$ cat src/skt_pkg.sv
// ----------------------------------------------------------------------------
// skt_pkg
// Shared types and codes of the sorted keyed table.
// ----------------------------------------------------------------------------
package skt_pkg;

	localparam int DEPTH_DEF       = 16;
	localparam int KEY_BITS_DEF    = 16;
	localparam int HANDLE_BITS_DEF = 16;

	localparam int OP_BITS     = 2;
	localparam int STATUS_BITS = 2;

	typedef logic [OP_BITS-1:0]     op_t;
	typedef logic [STATUS_BITS-1:0] status_t;

	localparam op_t OP_INSERT = 2'd0;
	localparam op_t OP_FIND   = 2'd1;
	localparam op_t OP_CLEAR  = 2'd2;

	localparam status_t ST_OK        = 2'd0;
	localparam status_t ST_NOT_FOUND = 2'd1;
	localparam status_t ST_FULL      = 2'd2;

	typedef enum logic [1:0] {
		S_IDLE,
		S_EXEC,
		S_RESP
	} state_t;

	// controller -> datapath commands
	typedef struct packed {
		logic load;  // capture request beat
		logic exec;  // run captured op, register result
	} ctl_t;

endpackage

$ cat src/skt_req_if.sv
// ----------------------------------------------------------------------------
// skt_req_if
// Request channel: op, key and handle with valid/ready.
// ----------------------------------------------------------------------------
interface skt_req_if #(
	parameter int KEY_BITS    = skt_pkg::KEY_BITS_DEF,
	parameter int HANDLE_BITS = skt_pkg::HANDLE_BITS_DEF
);
	logic                   valid;
	logic                   ready;
	skt_pkg::op_t           op;
	logic [KEY_BITS-1:0]    key;
	logic [HANDLE_BITS-1:0] handle;

	modport source (output valid, op, key, handle, input ready);
	modport sink   (input valid, op, key, handle, output ready);
endinterface

$ cat src/skt_rsp_if.sv
// ----------------------------------------------------------------------------
// skt_rsp_if
// Response channel: status, found handle, count and largest key.
// ----------------------------------------------------------------------------
interface skt_rsp_if #(
	parameter int KEY_BITS    = skt_pkg::KEY_BITS_DEF,
	parameter int HANDLE_BITS = skt_pkg::HANDLE_BITS_DEF,
	parameter int CNT_BITS    = $clog2(skt_pkg::DEPTH_DEF + 1)
);
	logic                   valid;
	logic                   ready;
	skt_pkg::status_t       status;
	logic [HANDLE_BITS-1:0] found_handle;
	logic [CNT_BITS-1:0]    count;
	logic [KEY_BITS-1:0]    max_key;

	modport source (output valid, status, found_handle, count, max_key, input ready);
	modport sink   (input valid, status, found_handle, count, max_key, output ready);
endinterface

$ cat src/skt_ctrl.sv
// ----------------------------------------------------------------------------
// skt_ctrl
// Sequencer: capture a request beat, execute it, hold the response beat.
// ----------------------------------------------------------------------------
module skt_ctrl (
	input  logic          clk,
	input  logic          arst_n,
	input  logic          in_valid,
	output logic          in_ready,
	output logic          out_valid,
	input  logic          out_ready,
	output skt_pkg::ctl_t ctl
);

	skt_pkg::state_t state_q;
	skt_pkg::state_t state_nxt;

	always_ff @(posedge clk or negedge arst_n) begin
		if (!arst_n) begin
			state_q <= skt_pkg::S_IDLE;
		end else begin
			state_q <= state_nxt;
		end
	end

	always_comb begin
		state_nxt = state_q;
		case (state_q)
			skt_pkg::S_IDLE: begin
				if (in_valid) state_nxt = skt_pkg::S_EXEC;
			end
			skt_pkg::S_EXEC: begin
				state_nxt = skt_pkg::S_RESP;
			end
			skt_pkg::S_RESP: begin
				if (out_ready) state_nxt = in_valid ? skt_pkg::S_EXEC : skt_pkg::S_IDLE;
			end
			default: begin
				state_nxt = skt_pkg::S_IDLE;
			end
		endcase
	end

	always_comb begin
		in_ready  = 1'b0;
		out_valid = 1'b0;
		ctl.exec  = 1'b0;
		case (state_q)
			skt_pkg::S_IDLE: begin
				in_ready = 1'b1;
			end
			skt_pkg::S_EXEC: begin
				ctl.exec = 1'b1;
			end
			skt_pkg::S_RESP: begin
				out_valid = 1'b1;
				in_ready  = out_ready;  // next beat taken as the response leaves
			end
			default: begin
				in_ready = 1'b0;
			end
		endcase
		ctl.load = in_valid && in_ready;
	end

endmodule

$ cat src/skt_dpath.sv
// ----------------------------------------------------------------------------
// skt_dpath
// Register table kept in key order, parallel compare, insert shift and
// result registers.
// ----------------------------------------------------------------------------
module skt_dpath #(
	parameter int DEPTH       = skt_pkg::DEPTH_DEF,
	parameter int KEY_BITS    = skt_pkg::KEY_BITS_DEF,
	parameter int HANDLE_BITS = skt_pkg::HANDLE_BITS_DEF,
	parameter int CNT_BITS    = $clog2(DEPTH + 1)
) (
	input  logic                   clk,
	input  logic                   arst_n,
	input  skt_pkg::ctl_t          ctl,
	input  skt_pkg::op_t           in_op,
	input  logic [KEY_BITS-1:0]    in_key,
	input  logic [HANDLE_BITS-1:0] in_handle,
	output skt_pkg::status_t       res_status,
	output logic [HANDLE_BITS-1:0] res_handle,
	output logic [CNT_BITS-1:0]    res_count,
	output logic [KEY_BITS-1:0]    res_max
);

	skt_pkg::op_t           op_q;
	logic [KEY_BITS-1:0]    key_q;
	logic [HANDLE_BITS-1:0] hnd_q;

	logic [KEY_BITS-1:0]    keys_q [DEPTH];
	logic [HANDLE_BITS-1:0] hnds_q [DEPTH];
	logic [CNT_BITS-1:0]    count_q;
	logic [KEY_BITS-1:0]    max_q;

	skt_pkg::status_t       status_q;
	logic [HANDLE_BITS-1:0] fhnd_q;

	logic [DEPTH-1:0]       vld;
	logic [DEPTH-1:0]       le;
	logic [DEPTH-1:0]       eq;
	logic [KEY_BITS-1:0]    nkeys [DEPTH];
	logic [HANDLE_BITS-1:0] nhnds [DEPTH];
	logic                   full;
	logic                   hit;
	logic [HANDLE_BITS-1:0] hit_hnd;
	logic                   do_ins;
	logic                   do_clr;

	assign full   = (count_q == CNT_BITS'(DEPTH));
	assign do_ins = ctl.exec && (op_q == skt_pkg::OP_INSERT) && !full;
	assign do_clr = ctl.exec && (op_q == skt_pkg::OP_CLEAR);

	// le is a thermometer over the valid entries, as the table is sorted
	genvar g;
	generate
		for (g = 0; g < DEPTH; g++) begin : g_ent
			assign vld[g] = CNT_BITS'(g) < count_q;
			assign le[g]  = vld[g] && (keys_q[g] <= key_q);
			assign eq[g]  = vld[g] && (keys_q[g] == key_q);
			if (g == 0) begin : g_head
				always_comb begin
					nkeys[g] = le[g] ? keys_q[g] : key_q;
					nhnds[g] = le[g] ? hnds_q[g] : hnd_q;
				end
			end else begin : g_body
				always_comb begin
					if (le[g]) begin
						nkeys[g] = keys_q[g];
						nhnds[g] = hnds_q[g];
					end else if (le[g-1]) begin
						nkeys[g] = key_q;
						nhnds[g] = hnd_q;
					end else begin
						nkeys[g] = keys_q[g-1];
						nhnds[g] = hnds_q[g-1];
					end
				end
			end
		end
	endgenerate

	// first match wins
	always_comb begin
		hit     = 1'b0;
		hit_hnd = '0;
		for (int i = 0; i < DEPTH; i++) begin
			if (eq[i] && !hit) begin
				hit     = 1'b1;
				hit_hnd = hnds_q[i];
			end
		end
	end

	always_ff @(posedge clk) begin
		if (ctl.load) begin
			op_q  <= in_op;
			key_q <= in_key;
			hnd_q <= in_handle;
		end
		if (do_ins) begin
			for (int i = 0; i < DEPTH; i++) begin
				keys_q[i] <= nkeys[i];
				hnds_q[i] <= nhnds[i];
			end
		end
		if (ctl.exec) begin
			case (op_q)
				skt_pkg::OP_INSERT: begin
					status_q <= full ? skt_pkg::ST_FULL : skt_pkg::ST_OK;
					fhnd_q   <= '0;
				end
				skt_pkg::OP_FIND: begin
					status_q <= hit ? skt_pkg::ST_OK : skt_pkg::ST_NOT_FOUND;
					fhnd_q   <= hit_hnd;
				end
				default: begin
					status_q <= skt_pkg::ST_OK;
					fhnd_q   <= '0;
				end
			endcase
		end
	end

	always_ff @(posedge clk or negedge arst_n) begin
		if (!arst_n) begin
			count_q <= '0;
			max_q   <= '0;
		end else if (do_clr) begin
			count_q <= '0;
			max_q   <= '0;
		end else if (do_ins) begin
			count_q <= count_q + CNT_BITS'(1);
			if (count_q == '0 || key_q >= max_q) max_q <= key_q;
		end
	end

	assign res_status = status_q;
	assign res_handle = fhnd_q;
	assign res_count  = count_q;
	assign res_max    = max_q;

	a_count_bound: assert property (@(posedge clk) disable iff (!arst_n)
		count_q <= CNT_BITS'(DEPTH))
		else $error("entry count beyond table depth");

	a_clear: assert property (@(posedge clk) disable iff (!arst_n)
		do_clr |=> (count_q == '0) && (max_q == '0))
		else $error("clear left entries behind");

	a_insert: assert property (@(posedge clk) disable iff (!arst_n)
		do_ins |=> count_q == $past(count_q) + CNT_BITS'(1))
		else $error("insert did not add one entry");

	a_empty_max: assert property (@(posedge clk) disable iff (!arst_n)
		(count_q == '0) |-> (max_q == '0))
		else $error("largest key non-zero on empty table");

	a_sorted: assert property (@(posedge clk) disable iff (!arst_n)
		(count_q >= CNT_BITS'(2)) |-> (keys_q[0] <= keys_q[1]))
		else $error("head entries out of key order");

endmodule

$ cat src/sorted_keyed_table_unit.sv
// ----------------------------------------------------------------------------
// sorted_keyed_table_unit
// Table of up to DEPTH key/handle entries held in ascending key order; an
// insert goes after every entry with a key less than or equal to its own
// and is refused with status full when the table is full, a find returns
// the handle of the first entry with the key, a clear empties the table,
// and every response beat carries the entry count and the largest key held
// (0 when empty). A request beat is captured, then the whole table is
// compared against the key in parallel and shifted by one place, and the
// result sits in an output register. The next request beat is taken in
// the same cycle that the response beat leaves, so a new request is never
// taken before the response to the last one has left.
// ----------------------------------------------------------------------------
module sorted_keyed_table_unit #(
	parameter int DEPTH       = skt_pkg::DEPTH_DEF,
	parameter int KEY_BITS    = skt_pkg::KEY_BITS_DEF,
	parameter int HANDLE_BITS = skt_pkg::HANDLE_BITS_DEF
) (
	input logic      clk,
	input logic      arst_n,
	skt_req_if.sink  req,
	skt_rsp_if.source rsp
);

	localparam int CNT_BITS = $clog2(DEPTH + 1);

	skt_pkg::ctl_t ctl;

	skt_ctrl u_ctrl (
		.clk       (clk),
		.arst_n    (arst_n),
		.in_valid  (req.valid),
		.in_ready  (req.ready),
		.out_valid (rsp.valid),
		.out_ready (rsp.ready),
		.ctl       (ctl)
	);

	skt_dpath #(
		.DEPTH       (DEPTH),
		.KEY_BITS    (KEY_BITS),
		.HANDLE_BITS (HANDLE_BITS),
		.CNT_BITS    (CNT_BITS)
	) u_dpath (
		.clk        (clk),
		.arst_n     (arst_n),
		.ctl        (ctl),
		.in_op      (req.op),
		.in_key     (req.key),
		.in_handle  (req.handle),
		.res_status (rsp.status),
		.res_handle (rsp.found_handle),
		.res_count  (rsp.count),
		.res_max    (rsp.max_key)
	);

endmodule

$ cat src/flat_wrapper.sv
// flat-port wrapper written by rule: the top's interface ports become plain ports
module sorted_keyed_table_unit_flat 
#(
	parameter int DEPTH       = skt_pkg::DEPTH_DEF,
	parameter int KEY_BITS    = skt_pkg::KEY_BITS_DEF,
	parameter int HANDLE_BITS = skt_pkg::HANDLE_BITS_DEF
)
  (clk, arst_n, req_valid, req_op, req_key, req_handle, req_ready, rsp_valid, rsp_status, rsp_found_handle, rsp_count, rsp_max_key, rsp_ready);
  skt_req_if #(.KEY_BITS(KEY_BITS), .HANDLE_BITS(HANDLE_BITS)) req_i ();
  skt_rsp_if #(.KEY_BITS(KEY_BITS), .HANDLE_BITS(HANDLE_BITS), .CNT_BITS(($clog2(DEPTH + 1)))) rsp_i ();
  input logic clk;
  input logic arst_n;
  input wire logic [$bits(req_i.valid)-1:0] req_valid;
  input wire logic [$bits(req_i.op)-1:0] req_op;
  input wire logic [$bits(req_i.key)-1:0] req_key;
  input wire logic [$bits(req_i.handle)-1:0] req_handle;
  output wire logic [$bits(req_i.ready)-1:0] req_ready;
  output wire logic [$bits(rsp_i.valid)-1:0] rsp_valid;
  output wire logic [$bits(rsp_i.status)-1:0] rsp_status;
  output wire logic [$bits(rsp_i.found_handle)-1:0] rsp_found_handle;
  output wire logic [$bits(rsp_i.count)-1:0] rsp_count;
  output wire logic [$bits(rsp_i.max_key)-1:0] rsp_max_key;
  input wire logic [$bits(rsp_i.ready)-1:0] rsp_ready;
  assign req_i.valid = req_valid;
  assign req_i.op = req_op;
  assign req_i.key = req_key;
  assign req_i.handle = req_handle;
  assign req_ready = req_i.ready;
  assign rsp_valid = rsp_i.valid;
  assign rsp_status = rsp_i.status;
  assign rsp_found_handle = rsp_i.found_handle;
  assign rsp_count = rsp_i.count;
  assign rsp_max_key = rsp_i.max_key;
  assign rsp_i.ready = rsp_ready;
  sorted_keyed_table_unit #(.DEPTH(DEPTH), .KEY_BITS(KEY_BITS), .HANDLE_BITS(HANDLE_BITS)) u_core (.clk(clk), .arst_n(arst_n), .req(req_i), .rsp(rsp_i));
endmodule
$ cat config.mk
export PLATFORM = sky130hd
export DESIGN_NAME = sorted_keyed_table_unit_flat
export DESIGN_NICKNAME = d
export VERILOG_FILES = /design/src/skt_pkg.sv /design/src/skt_req_if.sv /design/src/skt_rsp_if.sv /design/src/skt_ctrl.sv /design/src/skt_dpath.sv /design/src/sorted_keyed_table_unit.sv /design/src/flat_wrapper.sv
export SDC_FILE = /design/constraint.sdc
export NUM_CORES = 1
export LEC_CHECK = 0
export ABC_AREA = 1
export BUFFER_PORTS_ARGS = -buffer_cell sky130_fd_sc_hd__buf_4
export CORE_AREA = 3 3 243 245
export DETAILED_ROUTE_END_ITERATION = 8
export DIE_AREA = 0 0 246 248
export HOLD_SLACK_MARGIN = 0.05
export PLACE_DENSITY = 0.72
export SETUP_SLACK_MARGIN = 0.4
export SYNTH_ARGS = -nofsm -noshare
export SYNTH_HDL_FRONTEND = slang
export SYNTH_SLANG_ARGS = --single-unit
$ cat constraint.sdc
create_clock -name clk -period 10.9 [get_ports clk]
set_input_delay 2.18 -clock clk [delete_from_list [all_inputs] [get_ports clk]]
set_output_delay 2.18 -clock clk [all_outputs]
set_load 0.05 [all_outputs]
==> out/results.txt, run 1 <==
Yosys top cell area share - 0.530
CP Max Fanout - 32
DPL Wire Length - 52.4 mm
Async set or reset register ratio after synthesis - 0.0392
Pwr per Cell Area - 163 nW/um^2
Fin. Hold Viols - 0
Filler cells - 4486
Sum of negative setup slack - 0 ns
Core footprint - 57400 sq um
Setup violators final - 0
Post-CTS setup buffer count - 0
Placed Area - 33400 sq um
Seq cells post-synth - 587
Reg2reg path depth - 20
Pre-antenna DRT Iters - 6
CP cell instances - clkinv_1 -> ha_1 -> nand2_1 -> nor2_1 -> nand2_1 -> nor2_1 -> nand2_1 -> nand3_2 -> nor3_2 -> nand3_1 -> nor2_4 -> nand4_4 -> nor2_4 -> nand3b_1 -> o21ai_0 -> inv_1 -> nand2_1 -> nand3_1 -> nand2_1 -> a21oi_1
Max incr delay on CP - 0.87 ns
Top-count cell post-synth - edfxtp_1
Syn Inst Count - 3110
Initial core utilization - 0.557
Number of synthesized flops with an enable pin - 564
Leading area contributor after synthesis - edfxtp_1
Pin count of the biggest net entering global routing - 65
Mapped Nets - 3422
Vias - 23371
Final wirelength - 76.4 mm
Final critical-path required period - 5.83 ns
H-tree Lvls - 3
Clk pin slew, worst setup/hold paths - 0.06 ns
Hold Buf Count CTS - 0
Max-slew violation count - 0
Rel. slew slack - 0.207
CP max-delay cell - clkinv_1
Routability congestion estimate from global placement - 0.852
Area delta synth->final - 10.6%
Nature of the critical path endpoint - flop
Port Buffers - 78
Netlist cell types - 52
Drt wl/cell - 19.3 microns
Number of antenna diodes - 0
Worst-skew pair later-pin latency - 0.59 ns
Status - complete, no violations
DP Cell Count - 3849
WHS Path Cells - 0
Top cells by area, synth - edfxtp_1 53%, ha_1 11%, a21oi_1 6.5%, nand2_1 5.0%, mux2_2 4.5%
# resized after CTS - 0
Root Driver - clkbuf_16
Min-Delay Path Class - flop to flop
Gr usage total - 0.250
CTS sink count - 587
Cell area after synthesis - 32000 sq um
Fin area - 35300 sq um
CTS max path bufs - 3
Syn_area_per_cell - 10.3 sq um
Fmax - 171 MHz
Final cell count without fillers - 3966
CP most frequent cell - nand2_1
Die height - 248 microns
DR iter-0 viols - 1980
Die width - 246 microns
Layout Skew - 0.0189 ns
Post-route ant nets - 0
Proportion of layout cells with a drive suffix above 1 - 0.121
Max cap viols - 0
Leakage power - 13.6 nW
Worst Tran Pin Value - 1.19 ns
Initial antenna violation count - 0
Via-to-Cell Ratio - 5.89
Maximum vdd ir drop - 0.124 mV
Worst Path Required - 11.21 ns
Top_reg_cell synth - edfxtp_1
Register area share after synthesis - 0.548
Die Area - 61000 sq um
Slack of the critical path - 5.07 ns
CP Launch Type - flop
Pre-CTS setup slack - 5.20 ns
CP arrival - 6.14 ns
FF/Latch Area - 17500 sq um
FP Rows - 88
CTS tree - yes
Final critical-path share of the clock period - 0.535
First-pass GRT wire length - 121 mm
Synth top cells by count - 564 x edfxtp_1, 427 x nand2_1, 418 x a21oi_1, 346 x nor2_1, 274 x ha_1
Total grt overflow - 0
Boundary pin count - 79
RSZ-0062 raised after global routing - false
Critical path type - flop to flop
Multi-input gate area - 12900 sq um
DR DRC count - 0
Vias in the first global route - 22961
Fin nets - 3464
CTS buffer count - 66
Synth warn - 0
[report_power, final]
part | leakage [nW] | total [mW] | switching, mW | internal (mW)
combinational | 7.24 | 0.976 | 0.664 | 0.312
sequential | 5.43 | 2.74 | 0.100 | 2.64
clock | 0.953 | 2.06 | 0.874 | 1.18
total | 13.6 | 5.77 | 1.64 | 4.13
[final cells by class]
type,instances,area share
clock buffers,90,0.0511
multi-input cells,2096,0.366
well taps,765,0.0271
flip-flops and latches,587,0.496
clock inverters,27,0.00428
inverters,278,0.0295
repair buffers,123,0.0261
[flip-flops by register name (all words and copies together) (netlist names)]
register,cells
u_core.u_ctrl.state_q,2
u_core.u_dpath.res_handle,16
u_core.u_dpath.res_max,16
u_core.u_dpath.res_status,2
u_core.u_dpath.hnds_q,256
u_core.u_dpath.op_q,2
u_core.u_dpath.key_q,16
u_core.u_dpath.keys_q,256
u_core.u_dpath.res_count,5
u_core.u_dpath.hnd_q,16
[critical path: cells and delay by family, from the launching register on]
kind	cells	cell delay, ns
and+or+nand+nor	15	3.10
adders and majority gates	1	0.69
AOI/OAI and AO/OA	2	0.41
buffers and inverters	2	0.95
DFF	1	0.37
[layout by cell type (no fill, tap or decap), types with 57 or more instances in the layout]
cell,netlist,routed
inv_1,252,252
a21oi_1,418,418
nor2_1,346,330
ha_1,274,274
nand2_1,427,421
nand3_1,57,57
o21ai_0,218,218
clkbuf_16,0,69
edfxtp_1,564,564
mux2_2,129,129
buf_4,2,123
[routing by layer]
layer	routed length (microns)	vias to the layer above	global-route usage
met2	37100	799	0.426
met4	2140	0	0.0922
met3	5290	137	0.0441
li1	-	11174	-
met1	31900	11261	0.322
met5	0	-	0
[worst paths after layout]
path	end	from	slack (ns)
max	u_core.u_dpath.res_handle[2]	u_core.u_dpath.key_q[5]	5.07
min	u_core.u_dpath.keys_q[0][5]	u_core.u_dpath.key_q[5]	0.49
max reg2reg	u_core.u_dpath.res_handle[2]	u_core.u_dpath.key_q[5]	5.07
min reg2reg	u_core.u_dpath.keys_q[0][5]	u_core.u_dpath.key_q[5]	0.49
max in group asynchronous	u_core.u_dpath.res_count[3]	arst_n	9.18
min in group asynchronous	u_core.u_dpath.res_max[14]	arst_n	1.48
[per-stage QoR]
stage	util	hold slack, ns	total power [mW]
6_report	0.616	0.494	5.77
5_1_grt	0.616	0.532	6.01
4_1_cts	0.616	0.498	5.79
3_5_place_dp	0.582	0.482	3.75
3_3_place_gp	0.582	0.470	3.70
2_1_floorplan	-	0.463	3.42
[kinds of logic (layout without fill, tap and decap cells)]
group / after synthesis / in the layout / share of synthesized area
adders and majority gates: 274 / 274 / 0.107
and+or+nand+nor: 913 / 913 / 0.118
buffers and inverters: 427 / 518 / 0.0512
muxes: 129 / 129 / 0.0454
DFF: 587 / 587 / 0.548
AOI/OAI and AO/OA: 780 / 780 / 0.130
(Power assumes the default switching activity.)
==> run 2: changes to the inputs <==
Settings changed: PLACE_DENSITY 0.72 to 0.75.
Clock period 10.9 ns to 4.7 ns, I/O delays scaled along.
==> run 2 against run 1 <==
  * Clock skew up 0.016 ns
  * Utilization up 0.94 points
  * Wire length decreased by 0.90%
  * Sequential power is 130% higher
  * Non-clock buffer count grew 56
  * Global-route usage down 0.16 points
  * Hold slack got worse by 0.26 ns
  * Via count up 0.58%
  * Worst setup slack got worse by 4.4 ns
  * Maximum frequency up 43%
  * Flip-flop and latch count unchanged
  * Die area did not move
  * Critical path type unchanged
  * Critical endpoint is now u_core.u_dpath.res_handle[1]
==> out/results.txt, run 2 (synthesis gave the netlist of run 1 again) <==
CTS tree - yes
Die height - 248 microns (unchanged)
Vias in the first global route - 23810 (+3.7%)
Max incr delay on CP - 0.45 ns (-0.42 ns)
CP Launch Type - flop
CP max-delay cell - edfxtp_1
Initial antenna violation count - 0 (unchanged)
CTS buffer count - 66 (unchanged)
Post-route ant nets - 0 (unchanged)
Slack of the critical path - 0.631 ns (-4.44 ns)
Vias - 23507 (+0.58%)
Final hold slack - 0.232 ns (-0.262 ns)
Pwr per Cell Area - 376 nW/um^2 (+130%)
FP Rows - 88 (unchanged)
Area delta synth->final - 12.2%
Final critical-path required period - 4.07 ns (-1.76 ns)
Fin. Hold Viols - 0 (unchanged)
DPL Wire Length - 54.7 mm (+4.3%)
RSZ-0062 raised after global routing - false
Die Area - 61000 sq um (unchanged)
R2r setup slk - 0.63 ns (-4.44 ns)
Pre-antenna DRT Iters - 5 (-1)
Routability congestion estimate from global placement - 0.923 (+8.3%)
First-pass GRT wire length - 121 mm (about the same)
Nature of the critical path endpoint - flop
DP Cell Count - 3892 (+1.1%)
Critical path type - flop to flop
Commonest non-fill, non-tap cell in the layout - edfxtp_1
Final critical-path share of the clock period - 0.866 (+0.331)
CP Max Fanout - 14 (-56%)
Filler cells - 4463 (-0.51%)
Max-slew violation count - 0 (unchanged)
Core footprint - 57400 sq um (unchanged)
Worst Tran Pin Value - 1.07 ns (-0.118 ns)
Pin count of the biggest net entering global routing - 57 (-12%)
Via-to-Cell Ratio - 5.85 (-0.79%)
Port Buffers - 78 (unchanged)
Layout Skew - 0.0353 ns (+0.0163 ns)
Die width - 246 microns (unchanged)
CP most frequent cell - nand3_1
Clk pin slew, worst setup/hold paths - 0.06 ns (about the same)
DR DRC count - 0 (unchanged)
Hold Buf Count CTS - 0 (unchanged)
CTS max path bufs - 3 (unchanged)
Number of antenna diodes - 0 (unchanged)
Final cell count without fillers - 4021 (+1.4%)
Leakage power - 13.9 nW (+2.1%)
Setup violators final - 0 (unchanged)
Proportion of layout cells with a drive suffix above 1 - 0.142 (+0.0213)
Total grt overflow - 0 (unchanged)
Boundary pin count - 79 (unchanged)
Gr usage total - 0.249 (-0.00164)
CTS sink count - 587 (unchanged)
Initial core utilization - 0.557 (unchanged)
Pre-CTS setup slack - 0.412 ns (-4.79 ns)
Rel. slew slack - 0.280 (+0.0730)
Root Driver - clkbuf_16
Critical R2R Launch - u_core.u_dpath.key_q[3]
Reg2reg path depth - 20 (unchanged)
Fmax - 246 MHz (+43%)
Largest regs - u_core.u_dpath.hnds_q (256), u_core.u_dpath.keys_q (256)
Most frequent cells in the layout - 564 x edfxtp_1, 418 x nand2_1, 418 x a21oi_1, 328 x nor2_1, 274 x ha_1
Sum of negative setup slack - 0 ns (unchanged)
Max cap viols - 0 (unchanged)
Worst-skew pair later-pin latency - 0.62 ns (+0.03 ns)
Final wirelength - 75.7 mm (-0.90%)
Status - complete, no violations
CP arrival - 4.42 ns (-1.72 ns)
Worst flop-to-flop path endpoint - u_core.u_dpath.res_handle[1]
Worst Path Required - 5.05 ns (-6.16 ns)
Drt wl/cell - 18.8 microns (-2.3%)
CP cell instances - clkinvlp_4 -> buf_4 -> ha_1 -> nand2_1 -> inv_1 -> nand3_1 -> nor2_1 -> nand3_2 -> inv_1 -> nor3_2 -> nand3_1 -> nor2_4 -> nand4_4 -> nor2_4 -> nand3_1 -> nor2_1 -> nand2_4 -> buf_4 -> o21ai_1 -> a21oi_1
Min-Delay Path Class - input port to asynchronous set/reset pin
Maximum vdd ir drop - 0.345 mV (+180%)
DR iter-0 viols - 1753 (-11%)
Fin nets - 3520 (+1.6%)
H-tree Lvls - 3 (unchanged)
## run 2: area by class of cell
| class | count | area (sq um) | area share |
|---|---|---|---|
| flip-flops and latches | 587 | 17500 | 0.488 |
| multi-input cells | 2096 | 13000 | 0.362 |
| clock buffers | 92 | 1800 | 0.0502 |
| repair buffers | 179 | 1360 | 0.0379 |
| inverters | 278 | 1090 | 0.0303 |
| well taps | 765 | 957 | 0.0267 |
| clock inverters | 24 | 171 | 0.00478 |
## run 2: power breakdown
| group | internal, mW | switching, mW | total, mW |
|---|---|---|---|
| combinational | 0.764 | 1.56 | 2.32 |
| clock | 2.74 | 2.06 | 4.81 |
| sequential | 6.11 | 0.253 | 6.36 |
| total | 9.62 | 3.87 | 13.5 |
## run 2: metrics by stage
step	total power, mW	util	area [sq um]
6_report	13.5	0.625	35900
5_1_grt	14.0	0.625	35900
4_1_cts	13.5	0.622	35700
3_5_place_dp	8.74	0.588	33700
3_3_place_gp	8.62	0.588	33700
2_1_floorplan	7.94	-	32000
## run 2: what timing repair did
| item | CTS | global route |
|---|---|---|
| setup buffers | 0 | 13 |
| gates resized for setup | 2 | 23 |
| pin swaps | 0 | 0 |
| setup endpoints to repair | 4 | 43 |
## run 2: how the worst max path moves through the flow
stage,start,to,slack [ns],depth (start not counted)
floorplan,u_core.u_dpath.key_q[3],u_core.u_dpath.hnds_q[0][48],0.44,11
global route,u_core.u_dpath.key_q[11],u_core.u_dpath.res_handle[1],0.39,18
CTS,u_core.u_dpath.key_q[3],u_core.u_dpath.res_handle[0],0.42,20
global placement,u_core.u_dpath.key_q[15],u_core.u_dpath.res_handle[14],0.48,21
detailed placement,u_core.u_dpath.key_q[15],u_core.u_dpath.res_handle[14],0.41,21
finish,u_core.u_dpath.key_q[3],u_core.u_dpath.res_handle[1],0.63,20
## run 2: layer usage
metal,vias to the layer above,global-route usage,wire [microns]
li1,11265,-,-
met1,11383,0.302,30900
met2,707,0.450,38800
met3,152,0.0320,3770
met4,0,0.0966,2200
met5,-,0,0
## run 2: worst max-delay path: cells and delay by family, from the launching register on
family | cells | cell delay, ns
flip-flops | 1 | 0.45
buffers and inverters | 5 | 0.88
AND/OR/NAND/NOR | 12 | 1.91
AO/OA/AOI/OAI | 2 | 0.22
adder cells (fa/ha/maj) | 1 | 0.31
==> run 3: changes to the inputs <==
Settings changed: GPL_TIMING_DRIVEN from default to 0.
==> run 3 against run 2 <==
  * Global-route usage is 2.7 points higher
  * Register-to-register slack worse by 0.14 ns
  * Flip-flop and latch count stayed put
  * Critical path depth is 4 lower
  * Hold slack better by 0.0019 ns
  * First-iteration DRC count is 35% higher
  * Maximum frequency is 3.3% lower
  * Critical path type unchanged
  * Largest cell class unchanged
==> out/results.txt, run 3 (synthesis gave the netlist of run 1 again) <==
Status - complete, no violations
Worst-skew pair later-pin latency - 0.60 ns (-0.02 ns)
CP Launch Type - flop
DR iter-0 viols - 2361 (+35%)
CTS buffer count - 66 (unchanged)
Fin. Hold Viols - 0 (unchanged)
Critical path type - flop to flop
Vias - 24614 (+4.7%)
R2r setup slk - 0.49 ns (-0.14 ns)
Rel. slew slack - 0.172 (-0.107)
CP max-delay cell - edfxtp_1
Layout Skew - 0.0306 ns (-0.00473 ns)
Number of antenna diodes - 0 (unchanged)
CP Depth - 16 (-20%)
Pre-antenna DRT Iters - 6 (+1)
Max cap viols - 0 (unchanged)
CP most frequent cell - nor2_1
Gr usage total - 0.275 (+0.0267)
Die Area - 61000 sq um (unchanged)
Total grt overflow - 0 (unchanged)
DR DRC count - 0 (unchanged)
Maximum vdd ir drop - 0.316 mV (-8.4%)
Pin count of the biggest net entering global routing - 33 (-42%)
Fmax - 238 MHz (-3.3%)
CP Max Fanout - 25 (+11)
Drt wl/cell - 20.7 microns (+9.9%)
Core footprint - 57400 sq um (unchanged)
RSZ-0062 raised after global routing - true
H-tree Lvls - 3 (unchanged)
Area delta synth->final - 13.8%
Nature of the critical path endpoint - flop
Commonest non-fill, non-tap cell in the layout - edfxtp_1
CTS tree - yes
Die height - 248 microns (unchanged)
Kind of cell adding the most delay to the critical path - buffers and inverters
CTS sink count - 587 (unchanged)
Sum of negative setup slack - 0 ns (unchanged)
Max incr delay on CP - 0.48 ns (+0.03 ns)
Post-route ant nets - 0 (unchanged)
Via-to-Cell Ratio - 6.00 (+2.6%)
CP arrival - 4.49 ns (+0.07 ns)
Final wirelength - 84.9 mm (+12%)
Worst Path Required - 4.98 ns (-0.07 ns)
CTS max path bufs - 3 (unchanged)
Filler cells - 4352 (-2.5%)
Slack of the critical path - 0.492 ns (-0.139 ns)
Crit path to - u_core.u_dpath.keys_q[0][83]
Port Buffers - 78 (unchanged)
Final critical-path required period - 4.21 ns (+0.139 ns)
Vias in the first global route - 24368 (+2.3%)
Largest regs - u_core.u_dpath.hnds_q (256), u_core.u_dpath.keys_q (256)
Most frequent cells in the layout - 564 x edfxtp_1, 426 x nand2_1, 418 x a21oi_1, 326 x nor2_1, 274 x ha_1
FP Rows - 88 (unchanged)
Leakage power - 14.0 nW (+0.93%)
Clk pin slew, worst setup/hold paths - 0.06 ns (about the same)
Placed Area - 33800 sq um (+0.19%)
Pre-CTS setup slack - -0.724 ns (-1.14 ns)
Pwr per Cell Area - 382 nW/um^2 (+1.7%)
Fin nets - 3602 (+2.3%)
Routability congestion estimate from global placement - 0.924 (about the same)
Initial antenna violation count - 2 (+2)
Final critical-path share of the clock period - 0.895 (+0.0296)
Root Driver - clkbuf_16
Boundary pin count - 79 (unchanged)
Final core occ - 0.634 (+0.00866)
Max-slew violation count - 0 (unchanged)
Initial core utilization - 0.557 (unchanged)
Critical R2R Launch - u_core.u_dpath.key_q[1]
Reg2reg path depth - 16 (-20%)
Fin area - 36400 sq um (+1.4%)
DPL Wire Length - 63.7 mm (+16%)
Min-Delay Path Class - input port to asynchronous set/reset pin
Setup violators final - 0 (unchanged)
Beginning of the critical path - u_core.u_dpath.key_q[1]
WP buf/inv - 6 (+1)
Worst flop-to-flop path endpoint - u_core.u_dpath.keys_q[0][83]
Proportion of layout cells with a drive suffix above 1 - 0.132 (-0.0102)
Worst Tran Pin Value - 1.24 ns (+0.170 ns)
CP cell instances - clkinv_4 -> clkbuf_8 -> ha_1 -> inv_1 -> nor2_1 -> nor2_1 -> o21ai_0 -> a21oi_1 -> nor2_1 -> a211oi_1 -> o2111ai_1 -> nand2_1 -> clkbuf_2 -> clkbuf_1 -> nor2_4 -> buf_8
First-pass GRT wire length - 130 mm (+7.2%)
Die width - 246 microns (unchanged)
run 3: cell types whose count changed in the layout (fill, tap and decap cells not counted), moves of 10 or more:
cell,delta
clkbuf_1,+93
buf_2,+13
clkinv_4,+11
buf_4,-76
nor2_4,+14
buf_8,+10
run 3: worst min-delay path by stage:
stage,from,to,slack (ns),depth (start not counted)
final,arst_n,u_core.u_dpath.res_max[3],0.23,1
after global routing,arst_n,u_core.u_dpath.res_max[3],0.23,1
after CTS,arst_n,u_core.u_dpath.res_max[3],0.21,1
after detailed placement,u_core.u_dpath.key_q[2],u_core.u_dpath.keys_q[0][2],0.52,0
after global placement,u_core.u_ctrl.state_q[1],u_core.u_ctrl.state_q[1],0.49,1
after floorplan,u_core.u_dpath.key_q[10],u_core.u_dpath.keys_q[0][10],0.46,0
run 3: per-layer routing:
metal,global-route usage,part of all wire,up-vias
li1,-,-,11478
met1,0.338,0.40,11844
met2,0.480,0.50,1055
met3,0.0426,0.067,237
met4,0.127,0.042,0
met5,0,0,-
run 3: through the flow:
step / hold slack, ns / instances / power, mW
6_report: 0.234 / 4105 / 13.9
5_1_grt: 0.232 / 4105 / 14.4
4_1_cts: 0.214 / 4088 / 13.9
3_5_place_dp: 0.524 / 3963 / 8.79
3_3_place_gp: 0.492 / 3953 / 8.65
2_1_floorplan: 0.463 / 3110 / 7.94
run 3: power breakdown:
part	total (mW)	switching (mW)	internal, mW
Sequential	6.32	0.209	6.11
Clock	5.10	2.11	2.99
Combinational	2.48	1.70	0.785
Total	13.9	4.02	9.89
run 3: what timing repair did:
item	CTS	global route
hold endpoints to repair	0	0
resized for setup	80	38
setup buffers	5	16
endpoints found under the setup margin	963	330
gates cloned	2	1
pin swaps	1	2
hold buffers	0	0
run 3: area by class of cell:
cell class              count  area [sq um]  share of cell area
flip-flops and latches    587         17500               0.481
multi-input cells        2099         13000               0.358
clock buffers              86          1810              0.0498
inverters                 278          1110              0.0306
well taps                 765           957              0.0263
repair buffers            109           917              0.0252
plain buffers             149           776              0.0213
clock inverters            32           285             0.00784
